--- config.mk ---
export PLATFORM = sky130hd
export DESIGN_NAME = generational_slot_allocator
export DESIGN_NICKNAME = d
export VERILOG_FILES = /design/src/hdl/gsa_pkg.sv /design/src/hdl/generational_slot_allocator.sv /design/src/hdl/gsa_free_stack.sv
export SDC_FILE = /design/constraint.sdc
export NUM_CORES = 2
export LEC_CHECK = 0
export BUFFER_PORTS_ARGS = -buffer_cell sky130_fd_sc_hd__buf_2
export CAP_MARGIN = 25
export CORE_ASPECT_RATIO = 1.4
export CORE_MARGIN = 3
export CORE_UTILIZATION = 50
export DETAILED_ROUTE_END_ITERATION = 8
export PLACE_DENSITY = 0.77
export SLEW_MARGIN = 0
export SYNTH_ARGS = -nofsm -noshare
export SYNTH_HDL_FRONTEND = slang
export SYNTH_HIERARCHICAL = 1
export SYNTH_SLANG_ARGS = --single-unit
--- constraint.sdc ---
create_clock -name clk -period 8.8 [get_ports clk]
set_input_delay 1.76 -clock clk [delete_from_list [all_inputs] [get_ports clk]]
set_output_delay 1.76 -clock clk [all_outputs]
set_load 0.02 [all_outputs]
--- src/hdl/gsa_pkg.sv ---
`default_nettype none
package gsa_pkg;

  localparam int NUM_SLOTS = 64;
  localparam int IDX_W     = $clog2(NUM_SLOTS);
  localparam int CNT_W     = $clog2(NUM_SLOTS + 1);
  localparam int GEN_W     = 16;
  localparam int FOL_W     = 32;
  localparam int FUNC_W    = 3;
  localparam int STAT_W    = 2;
  localparam int TOT_W     = 64;

  localparam int IN_W        = IDX_W + GEN_W + FOL_W;
  localparam int IN_TDATA_W  = ((IN_W + 7) / 8) * 8;
  localparam int OUT_W       = STAT_W + IDX_W + GEN_W + 1 + CNT_W + CNT_W + TOT_W;
  localparam int OUT_TDATA_W = ((OUT_W + 7) / 8) * 8;

  // operation codes
  localparam logic [FUNC_W-1:0] FN_ALLOC    = 3'd0;
  localparam logic [FUNC_W-1:0] FN_RELEASE  = 3'd1;
  localparam logic [FUNC_W-1:0] FN_VALIDATE = 3'd2;
  localparam logic [FUNC_W-1:0] FN_REFRESH  = 3'd3;
  localparam logic [FUNC_W-1:0] FN_SWEEP    = 3'd4;
  localparam logic [FUNC_W-1:0] FN_DROP_FOL = 3'd5;

  // status codes
  localparam logic [STAT_W-1:0] STAT_OK      = 2'd0;
  localparam logic [STAT_W-1:0] STAT_INVALID = 2'd1;
  localparam logic [STAT_W-1:0] STAT_FULL    = 2'd2;

  typedef struct packed {
    logic             alive;
    logic             refreshed;
    logic [GEN_W-1:0] gen;
    logic [FOL_W-1:0] fol;
  } slot_t;

  typedef struct packed {
    logic             push;
    logic             pop;
    logic [IDX_W-1:0] push_idx;
  } stk_req_t;

endpackage
`default_nettype wire

--- src/hdl/generational_slot_allocator.sv ---
`default_nettype none
// Channel | Dir | tdata (low bit up)                               | tuser
// s_*     | in  | slot_index, handle_generation, follower_id      | func
// m_*     | out | status, granted_index, granted_generation,      | -
//         |     | handle_ok, live_count, stale_added, stale_total |
// Per transfer: validate/release/refresh pass CHECK, fresh allocate GRANT, allocate
// from the free stack POP then GRANT, full allocate and unused codes go straight to
// DONE; release by follower and sweep walk each slot ever created, none while no slot
// exists, sweep then SUM; the one-read one-write memory is walked one entry a cycle.
// Reset clears counters and the handshake; slots beyond the created count read as
// zero, so no clearing pass is needed.
// A new item is taken while a finished result still waits in the output register.
module generational_slot_allocator (
  input  wire logic                              clk,
  input  wire logic                              rst,
  input  wire logic                              s_tvalid,
  output logic                                   s_tready,
  // slot_index, handle_generation, follower_id, zero pad
  input  wire logic [gsa_pkg::IN_TDATA_W-1:0]    s_tdata,
  // func
  input  wire logic [gsa_pkg::FUNC_W-1:0]        s_tuser,
  output logic                                   m_tvalid,
  input  wire logic                              m_tready,
  // status, granted_index, granted_generation, handle_ok, live_count,
  // stale_added, stale_total, zero pad
  output logic [gsa_pkg::OUT_TDATA_W-1:0]        m_tdata
);

  typedef enum logic [6:0] {
    S_IDLE  = 7'b0000001,
    S_POP   = 7'b0000010,
    S_GRANT = 7'b0000100,
    S_CHECK = 7'b0001000,
    S_WALK  = 7'b0010000,
    S_SUM   = 7'b0100000,
    S_DONE  = 7'b1000000
  } state_t;

  state_t state;

  logic [gsa_pkg::IDX_W-1:0]  in_idx;
  logic [gsa_pkg::GEN_W-1:0]  in_gen;
  logic [gsa_pkg::FOL_W-1:0]  in_fol;
  logic                       s_fire;

  logic [gsa_pkg::FUNC_W-1:0] func_q;
  logic [gsa_pkg::GEN_W-1:0]  hgen_q;
  logic [gsa_pkg::FOL_W-1:0]  fol_q;
  logic                       fresh_q;
  logic [gsa_pkg::CNT_W-1:0]  created;
  logic [gsa_pkg::CNT_W-1:0]  alive_total;
  logic [gsa_pkg::TOT_W-1:0]  stale_counter;
  logic [gsa_pkg::CNT_W-1:0]  stale_acc;
  logic [gsa_pkg::STAT_W-1:0] res_status;
  logic [gsa_pkg::IDX_W-1:0]  res_gidx;
  logic [gsa_pkg::GEN_W-1:0]  res_ggen;
  logic                       res_ok;

  gsa_pkg::slot_t             slot_mem [gsa_pkg::NUM_SLOTS];
  gsa_pkg::slot_t             slot_q;
  gsa_pkg::slot_t             slot_rd;
  gsa_pkg::slot_t             wr_data;
  logic [gsa_pkg::IDX_W-1:0]  rd_addr;
  logic [gsa_pkg::IDX_W-1:0]  rd_addr_q;
  logic                       rd_en;
  logic                       wr_en;

  gsa_pkg::stk_req_t          stk_req;
  logic [gsa_pkg::CNT_W-1:0]  stk_depth;
  logic [gsa_pkg::IDX_W-1:0]  stk_top;

  logic                       hit;
  logic                       walk_last;
  logic                       fol_match;

  assign in_idx = s_tdata[gsa_pkg::IDX_W-1:0];
  assign in_gen = s_tdata[gsa_pkg::IDX_W +: gsa_pkg::GEN_W];
  assign in_fol = s_tdata[gsa_pkg::IDX_W + gsa_pkg::GEN_W +: gsa_pkg::FOL_W];

  assign s_tready = (state == S_IDLE);
  assign s_fire   = s_tvalid && s_tready;

  // entries never created read as the reset value
  assign slot_rd   = (gsa_pkg::CNT_W'(rd_addr_q) < created) ? slot_q : '0;
  assign hit       = (gsa_pkg::CNT_W'(rd_addr_q) < created) && slot_rd.alive
                     && (slot_rd.gen == hgen_q);
  assign walk_last = (gsa_pkg::CNT_W'(rd_addr_q) + gsa_pkg::CNT_W'(1)) == created;
  assign fol_match = slot_rd.alive && (slot_rd.fol == fol_q);

  gsa_free_stack u_stack (
    .clk   (clk),
    .rst   (rst),
    .req   (stk_req),
    .depth (stk_depth),
    .top   (stk_top)
  );

  always_ff @(posedge clk) begin
    if (wr_en) begin
      slot_mem[rd_addr_q] <= wr_data;
    end
    if (rd_en) begin
      slot_q    <= slot_mem[rd_addr];
      rd_addr_q <= rd_addr;
    end
  end

  // memory and stack control; writes always land on the entry read the cycle before
  always_comb begin
    rd_en   = 1'b0;
    rd_addr = in_idx;
    wr_en   = 1'b0;
    wr_data = slot_rd;
    stk_req = '0;
    unique case (state)
      S_IDLE: begin
        if (s_fire) begin
          case (s_tuser)
            gsa_pkg::FN_ALLOC: begin
              if (stk_depth != '0) begin
                stk_req.pop = 1'b1;
              end else if (created < gsa_pkg::CNT_W'(gsa_pkg::NUM_SLOTS)) begin
                rd_en   = 1'b1;
                rd_addr = created[gsa_pkg::IDX_W-1:0];
              end
            end
            gsa_pkg::FN_RELEASE, gsa_pkg::FN_VALIDATE, gsa_pkg::FN_REFRESH: begin
              rd_en = 1'b1;
            end
            gsa_pkg::FN_SWEEP, gsa_pkg::FN_DROP_FOL: begin
              rd_en   = (created != '0);
              rd_addr = '0;
            end
            default: ;
          endcase
        end
      end
      S_POP: begin
        rd_en   = 1'b1;
        rd_addr = stk_top;
      end
      S_GRANT: begin
        wr_en             = 1'b1;
        wr_data.alive     = 1'b1;
        wr_data.refreshed = 1'b0;
        wr_data.fol       = fol_q;
      end
      S_CHECK: begin
        if (hit && func_q == gsa_pkg::FN_RELEASE) begin
          wr_en            = 1'b1;
          wr_data.alive    = 1'b0;
          wr_data.gen      = slot_rd.gen + gsa_pkg::GEN_W'(1);
          stk_req.push     = 1'b1;
          stk_req.push_idx = rd_addr_q;
        end else if (hit && func_q == gsa_pkg::FN_REFRESH) begin
          wr_en             = 1'b1;
          wr_data.refreshed = 1'b1;
        end
      end
      S_WALK: begin
        rd_en   = !walk_last;
        rd_addr = rd_addr_q + gsa_pkg::IDX_W'(1);
        if (func_q == gsa_pkg::FN_SWEEP) begin
          if (slot_rd.alive && slot_rd.refreshed) begin
            wr_en             = 1'b1;
            wr_data.refreshed = 1'b0;
          end
        end else if (fol_match) begin
          wr_en            = 1'b1;
          wr_data.alive    = 1'b0;
          wr_data.gen      = slot_rd.gen + gsa_pkg::GEN_W'(1);
          stk_req.push     = 1'b1;
          stk_req.push_idx = rd_addr_q;
        end
      end
      S_SUM, S_DONE: ;
      default: ;
    endcase
  end

  always_ff @(posedge clk) begin
    if (rst) begin
      state         <= S_IDLE;
      created       <= '0;
      alive_total   <= '0;
      stale_counter <= '0;
      m_tvalid      <= 1'b0;
    end else begin
      if (state == S_DONE && (!m_tvalid || m_tready)) begin
        m_tvalid <= 1'b1;
      end else if (m_tvalid && m_tready) begin
        m_tvalid <= 1'b0;
      end
      unique case (state)
        S_IDLE: begin
          if (s_fire) begin
            func_q     <= s_tuser;
            hgen_q     <= in_gen;
            fol_q      <= in_fol;
            res_status <= (s_tuser == gsa_pkg::FN_ALLOC && stk_depth == '0 &&
                           created >= gsa_pkg::CNT_W'(gsa_pkg::NUM_SLOTS)) ?
                          gsa_pkg::STAT_FULL : gsa_pkg::STAT_OK;
            res_gidx   <= '0;
            res_ggen   <= '0;
            res_ok     <= 1'b0;
            stale_acc  <= '0;
            case (s_tuser)
              gsa_pkg::FN_ALLOC: begin
                if (stk_depth != '0) begin
                  fresh_q <= 1'b0;
                  state   <= S_POP;
                end else if (created < gsa_pkg::CNT_W'(gsa_pkg::NUM_SLOTS)) begin
                  fresh_q <= 1'b1;
                  state   <= S_GRANT;
                end else begin
                  state <= S_DONE;
                end
              end
              gsa_pkg::FN_RELEASE, gsa_pkg::FN_VALIDATE, gsa_pkg::FN_REFRESH: begin
                state <= S_CHECK;
              end
              gsa_pkg::FN_SWEEP, gsa_pkg::FN_DROP_FOL: begin
                state <= (created != '0) ? S_WALK : S_DONE;
              end
              default: state <= S_DONE;
            endcase
          end
        end
        S_POP: state <= S_GRANT;
        S_GRANT: begin
          if (fresh_q) begin
            created <= created + gsa_pkg::CNT_W'(1);
          end
          alive_total <= alive_total + gsa_pkg::CNT_W'(1);
          res_gidx    <= rd_addr_q;
          res_ggen    <= slot_rd.gen;
          state       <= S_DONE;
        end
        S_CHECK: begin
          res_ok <= hit;
          if (!hit) begin
            res_status <= gsa_pkg::STAT_INVALID;
          end else if (func_q == gsa_pkg::FN_RELEASE && alive_total != '0) begin
            alive_total <= alive_total - gsa_pkg::CNT_W'(1);
          end
          state <= S_DONE;
        end
        S_WALK: begin
          if (func_q == gsa_pkg::FN_SWEEP) begin
            if (slot_rd.alive && !slot_rd.refreshed) begin
              stale_acc <= stale_acc + gsa_pkg::CNT_W'(1);
            end
          end else if (fol_match && alive_total != '0) begin
            alive_total <= alive_total - gsa_pkg::CNT_W'(1);
          end
          if (walk_last) begin
            state <= (func_q == gsa_pkg::FN_SWEEP) ? S_SUM : S_DONE;
          end
        end
        S_SUM: begin
          stale_counter <= stale_counter + gsa_pkg::TOT_W'(stale_acc);
          state         <= S_DONE;
        end
        S_DONE: begin
          if (!m_tvalid || m_tready) begin
            state <= S_IDLE;
          end
        end
        default: state <= S_IDLE;
      endcase
    end
  end

  always_ff @(posedge clk) begin
    if (state == S_DONE && (!m_tvalid || m_tready)) begin
      m_tdata <= gsa_pkg::OUT_TDATA_W'({stale_counter, stale_acc, alive_total, res_ok,
                                        res_ggen, res_gidx, res_status});
    end
  end

endmodule
`default_nettype wire

--- src/hdl/gsa_free_stack.sv ---
`default_nettype none
module gsa_free_stack (
  input  wire logic                          clk,
  input  wire logic                          rst,
  input  wire gsa_pkg::stk_req_t             req,
  output logic [gsa_pkg::CNT_W-1:0]          depth,
  output logic [gsa_pkg::IDX_W-1:0]          top
);

  logic [gsa_pkg::IDX_W-1:0] mem [gsa_pkg::NUM_SLOTS];
  logic [gsa_pkg::CNT_W-1:0] depth_m1;
  logic                      can_push;

  assign depth_m1 = depth - gsa_pkg::CNT_W'(1);
  assign can_push = depth < gsa_pkg::CNT_W'(gsa_pkg::NUM_SLOTS);

  // LIFO storage, popped entry is registered onto top and appears in the next cycle
  always_ff @(posedge clk) begin
    if (req.push && can_push) begin
      mem[depth[gsa_pkg::IDX_W-1:0]] <= req.push_idx;
    end
    if (req.pop) begin
      top <= mem[depth_m1[gsa_pkg::IDX_W-1:0]];
    end
  end

  always_ff @(posedge clk) begin
    if (rst) begin
      depth <= '0;
    end else if (req.push && can_push) begin
      depth <= depth + gsa_pkg::CNT_W'(1);
    end else if (req.pop && depth != '0) begin
      depth <= depth_m1;
    end
  end

endmodule
`default_nettype wire

==> results.yml <==
outcome:
  outcome: "completed"
setup_path:
  critical_path_cell_count: 10
  cpMaxStageDelayCell: "sky130_fd_sc_hd__nor2_4"
  timing.critical_path.max_delay_family: "simple AND/OR/NAND/NOR gates"
  critical_path_peak_fanout: 38
  reg2reg_slack_ps: 1760
  worst_ep_arrival_time_ps: 7550
  cp.required_ps: 9310
  slowest_delay_ps: 1050
  crit_path_frequent_cell: "sky130_fd_sc_hd__nand3_1"
  critPathCaptureType: "register"
  worst-r2r-cell-count: 10
  setup.worst_path.start_class: "register"
  worst_path_buffer_plus_inverter_count: 1
  timing.setup.critical_path_class: "reg2reg"
  chain_of_cells_forming_the_critical_path: "nor4_1 -> nand3_1 -> a211oi_1 -> a211oi_1 -> nor4b_1 -> nand4_1 -> nand3_1 -> nand3_1 -> nor2_4 -> buf_12"
power:
  power_density_cells_nw_per_um2: 255.5
  p_total_w: 0.04442
  ir_worst_vdd_v: 0.0001922
  total_leakage_power_nw: 57.90
synthesis:
  synth_top_family_by_area: "simple AND/OR/NAND/NOR gates"
  synth.area.mux_share_pct: 1.273
  yosysUniqueCellTypes: 86
  asyncSetResetFlopFracSynth_pct: 0
  mappedNetlistArea_um2: 155100
  yosys_warnings: 6
  synth-seq-area-share_pct: 75.43
  syn_inst: 11670
  yosys_most_used_dff: "sky130_fd_sc_hd__edfxtp_1"
  postSynthNetCount: 11770
  netlist.top_cell.by_area: "sky130_fd_sc_hd__edfxtp_1"
  synth_seq_cells: 3926
  edff_count_synth: 3833
  synth-compound-area-share_pct: 6.280
  simple_gate_share_of_the_synthesized_area_pct: 14.16
  synth_adder_area_share_pct: 0.2356
  synth.area.top_cells: "sky130_fd_sc_hd__edfxtp_1 74%, sky130_fd_sc_hd__nand2_1 7.6%, sky130_fd_sc_hd__nand3_1 4.2%"
  xor_xnor_share_of_the_synthesized_area_pct: 0.5616
  post_synth.cell_area_avg_um2: 13.28
  proportion_of_netlist_area_held_by_the_largest_area_contributor_pct: 74.23
finish:
  finish.instance_area_um2: 173900
  area_growth_syn_to_layout_pct: 12.13
  layoutNonFillerInstCount: 16180
  drive_gt1_share_pct: 9.889
  layout.core_utilization_pct: 56.42
  fin_nets: 11850
place:
  place_inst: 15540
  gp_congestion: 0.9035
  hpwlAfterDp_um: 251700
  placement.cell_area_um2: 162700
  place.port_buffers: 165
sta:
  timing_worst_slew_pin_value_ps: 1269
  finalHoldViolCount: 0
  final_period_minus_worst_setup_slack_ps: 7042
  skew_ps: 54.28
  final-max-slew-violation-count: 0
  fmax_mhz: 142.0
  final.setup.tns_ps: 0
  timing.max_slew.rel_slack_pct: 14.72
  grt_setup_unrepaired: "no"
  setup_failing_eps_final: 0
  final_min_period_over_clock_period_pct: 80.02
clock_network:
  cts.clk_slew.worst_paths_ps: 60
  cts_num_sinks: 3926
  cts-htree-levels: 5
  clock_insertion_delay_worst_skew_ps: 890
  postCtsSetupRepairBufs: 0
  clockBufferDepth: 4
  tritoncts_clock_tree: "built"
  cts-resized-gates: 0
  cts-hold-fix-buffers: 0
  tritoncts.num_buffers: 340
  clockRootBuffer: "sky130_fd_sc_hd__clkbuf_16"
die:
  initial_core_util_pct: 50.31
  core_area_um2: 308200
  chipWidth_um: 476.6
  die_area_um2: 316900
  boundaryPins: 169
  floorplan.rows: 241
  vertical_extent_of_the_die_um: 664.9
drt:
  detail_route.drc_violations: 0
  drt-wirelength-per-cell_um: 27.51
  ant_nets: 0
  drt-total-wl_um: 445100
  drt-vias-per-instance: 6.292
  first_iter_violations: 15650
  vias: 101800
  drt_pass1_iterations: 9
global_route:
  number_of_global_route_vias_before_repair: 98150
  overall_global_routing_usage_pct: 27.07
  grt.overflow.total: 0
  grt_antenna_before_repair: 30
  grt_max_degree: 174
  grt_pass1_wl_um: 639300
min_path:
  worst_hold_path.num_cells: 0
  hold_path.class: "reg2reg"
flow_run:
  timing.max_cap.violations: 0
[cells in the mapped netlist (5+ instances only)]
cell	count
sky130_fd_sc_hd__dfxtp_1	93
sky130_fd_sc_hd__o21a_1	6
sky130_fd_sc_hd__buf_1	69
sky130_fd_sc_hd__a22o_1	7
sky130_fd_sc_hd__a31oi_1	22
sky130_fd_sc_hd__nand2_1	3132
sky130_fd_sc_hd__a21boi_0	101
sky130_fd_sc_hd__nand3_1	1291
sky130_fd_sc_hd__nor2b_1	21
sky130_fd_sc_hd__nor3_1	44
sky130_fd_sc_hd__a21o_1	9
sky130_fd_sc_hd__nor2_1	272
sky130_fd_sc_hd__ha_1	26
sky130_fd_sc_hd__o2111ai_1	9
sky130_fd_sc_hd__nand4_1	21
sky130_fd_sc_hd__edfxtp_1	3833
sky130_fd_sc_hd__a211oi_1	15
sky130_fd_sc_hd__o2bb2ai_1	7
sky130_fd_sc_hd__mux4_2	69
sky130_fd_sc_hd__nor4_1	120
sky130_fd_sc_hd__clkbuf_1	526
sky130_fd_sc_hd__nand2b_1	27
sky130_fd_sc_hd__xor2_1	33
sky130_fd_sc_hd__nor3b_1	5
sky130_fd_sc_hd__a21oi_1	889
sky130_fd_sc_hd__a22oi_1	205
sky130_fd_sc_hd__a32oi_1	18
sky130_fd_sc_hd__o21ai_0	86
sky130_fd_sc_hd__and2_1	14
sky130_fd_sc_hd__mux2i_1	34
sky130_fd_sc_hd__and3_1	42
sky130_fd_sc_hd__a2111oi_0	55
sky130_fd_sc_hd__xnor2_1	62
sky130_fd_sc_hd__inv_1	71
sky130_fd_sc_hd__or4_1	7
sky130_fd_sc_hd__nand3b_1	10
sky130_fd_sc_hd__or3_1	21
sky130_fd_sc_hd__o31ai_1	20
sky130_fd_sc_hd__a311oi_1	8
sky130_fd_sc_hd__and4_1	54
sky130_fd_sc_hd__o22ai_1	117
sky130_fd_sc_hd__buf_2	123
[cell families after synthesis]
group	Yosys count
XOR/XNOR	97
multiplexers	106
AO/OA/AOI/OAI	1616
AND/OR/NAND/NOR	5101
buffers and inverters	799
other	1
flip-flops	3926
adder cells (fa/ha/maj)	28
[area by class of cell]
cell class	count	area (um^2)
multi-input cells	6949	36240
clock inverters	213	2145
repair buffers	464	4070
clock buffers	397	8914
inverters	75	304.0
flip-flops and latches	3926	117000
well taps	4131	5169
diodes	25	62.56
fillers	23070	134300
[sequential cells by signal, indices dropped and copies added, names as in the netlist]
signal / count
m_tdata: 103
res_ok: 1
fol_q: 32
rd_addr_q: 6
hgen_q: 16
func_q: 3
slot_q: 50
stale_acc: 7
stale_counter: 64
slot_mem: 3200
res_gidx: 6
u_stack/depth: 7
fresh_q: 1
res_ggen: 16
u_stack/mem: 384
u_stack/top: 6
state: 7
created: 7
res_status: 2
m_tvalid: 1
alive_total: 7
[cells in the final DEF (no fill, tap or decap), types with 114 or more instances in the layout]
cell                        Yosys  layout
sky130_fd_sc_hd__buf_2        123     165
sky130_fd_sc_hd__nor4_1       120     115
sky130_fd_sc_hd__buf_4          3     219
sky130_fd_sc_hd__nand2_1     3132    3128
sky130_fd_sc_hd__a21oi_1      889     884
sky130_fd_sc_hd__nand3_1     1291    1285
sky130_fd_sc_hd__o22ai_1      117     114
sky130_fd_sc_hd__edfxtp_1    3833    3833
sky130_fd_sc_hd__clkbuf_16      0     349
sky130_fd_sc_hd__a22oi_1      205     205
sky130_fd_sc_hd__nor2_1       272     204
[power by group]
part	switching, W	internal [W]	leakage (nW)
logic	0.00552	0.00180	17.3
registers	0.000276	0.0217	35.2
clock network	0.00664	0.00848	5.40
total	0.0124	0.0320	57.9
[path summary, 6_finish.rpt]
| kind | from | end |
|---|---|---|
| worst min register to register | res_ggen[4] | m_tdata[12] |
| worst max-delay path | fol_q[22] | slot_mem[32][11] |
| worst max register to register | fol_q[22] | slot_mem[32][11] |
| worst min-delay path | res_ggen[4] | m_tdata[12] |
[stage by stage]
stage                     hold WS (ps)  setup WS, ps
after floorplan                  400.3          1383
after detailed placement         404.5          2063
final                            408.5          1758
after global routing             420.5          1868
after global placement           402.3          2003
after CTS                        415.8          2097
[routing by layer]
layer / GRT usage [%] / wire, um / vias to the layer above
li1: - / - / 43110
met1: 31.89 / 143000 / 49620
met2: 45.10 / 215900 / 7315
met3: 5.379 / 51380 / 1733
met4: 18.24 / 34710 / 14
met5: 0 / 92 / -
(Power assumes the default switching activity.)
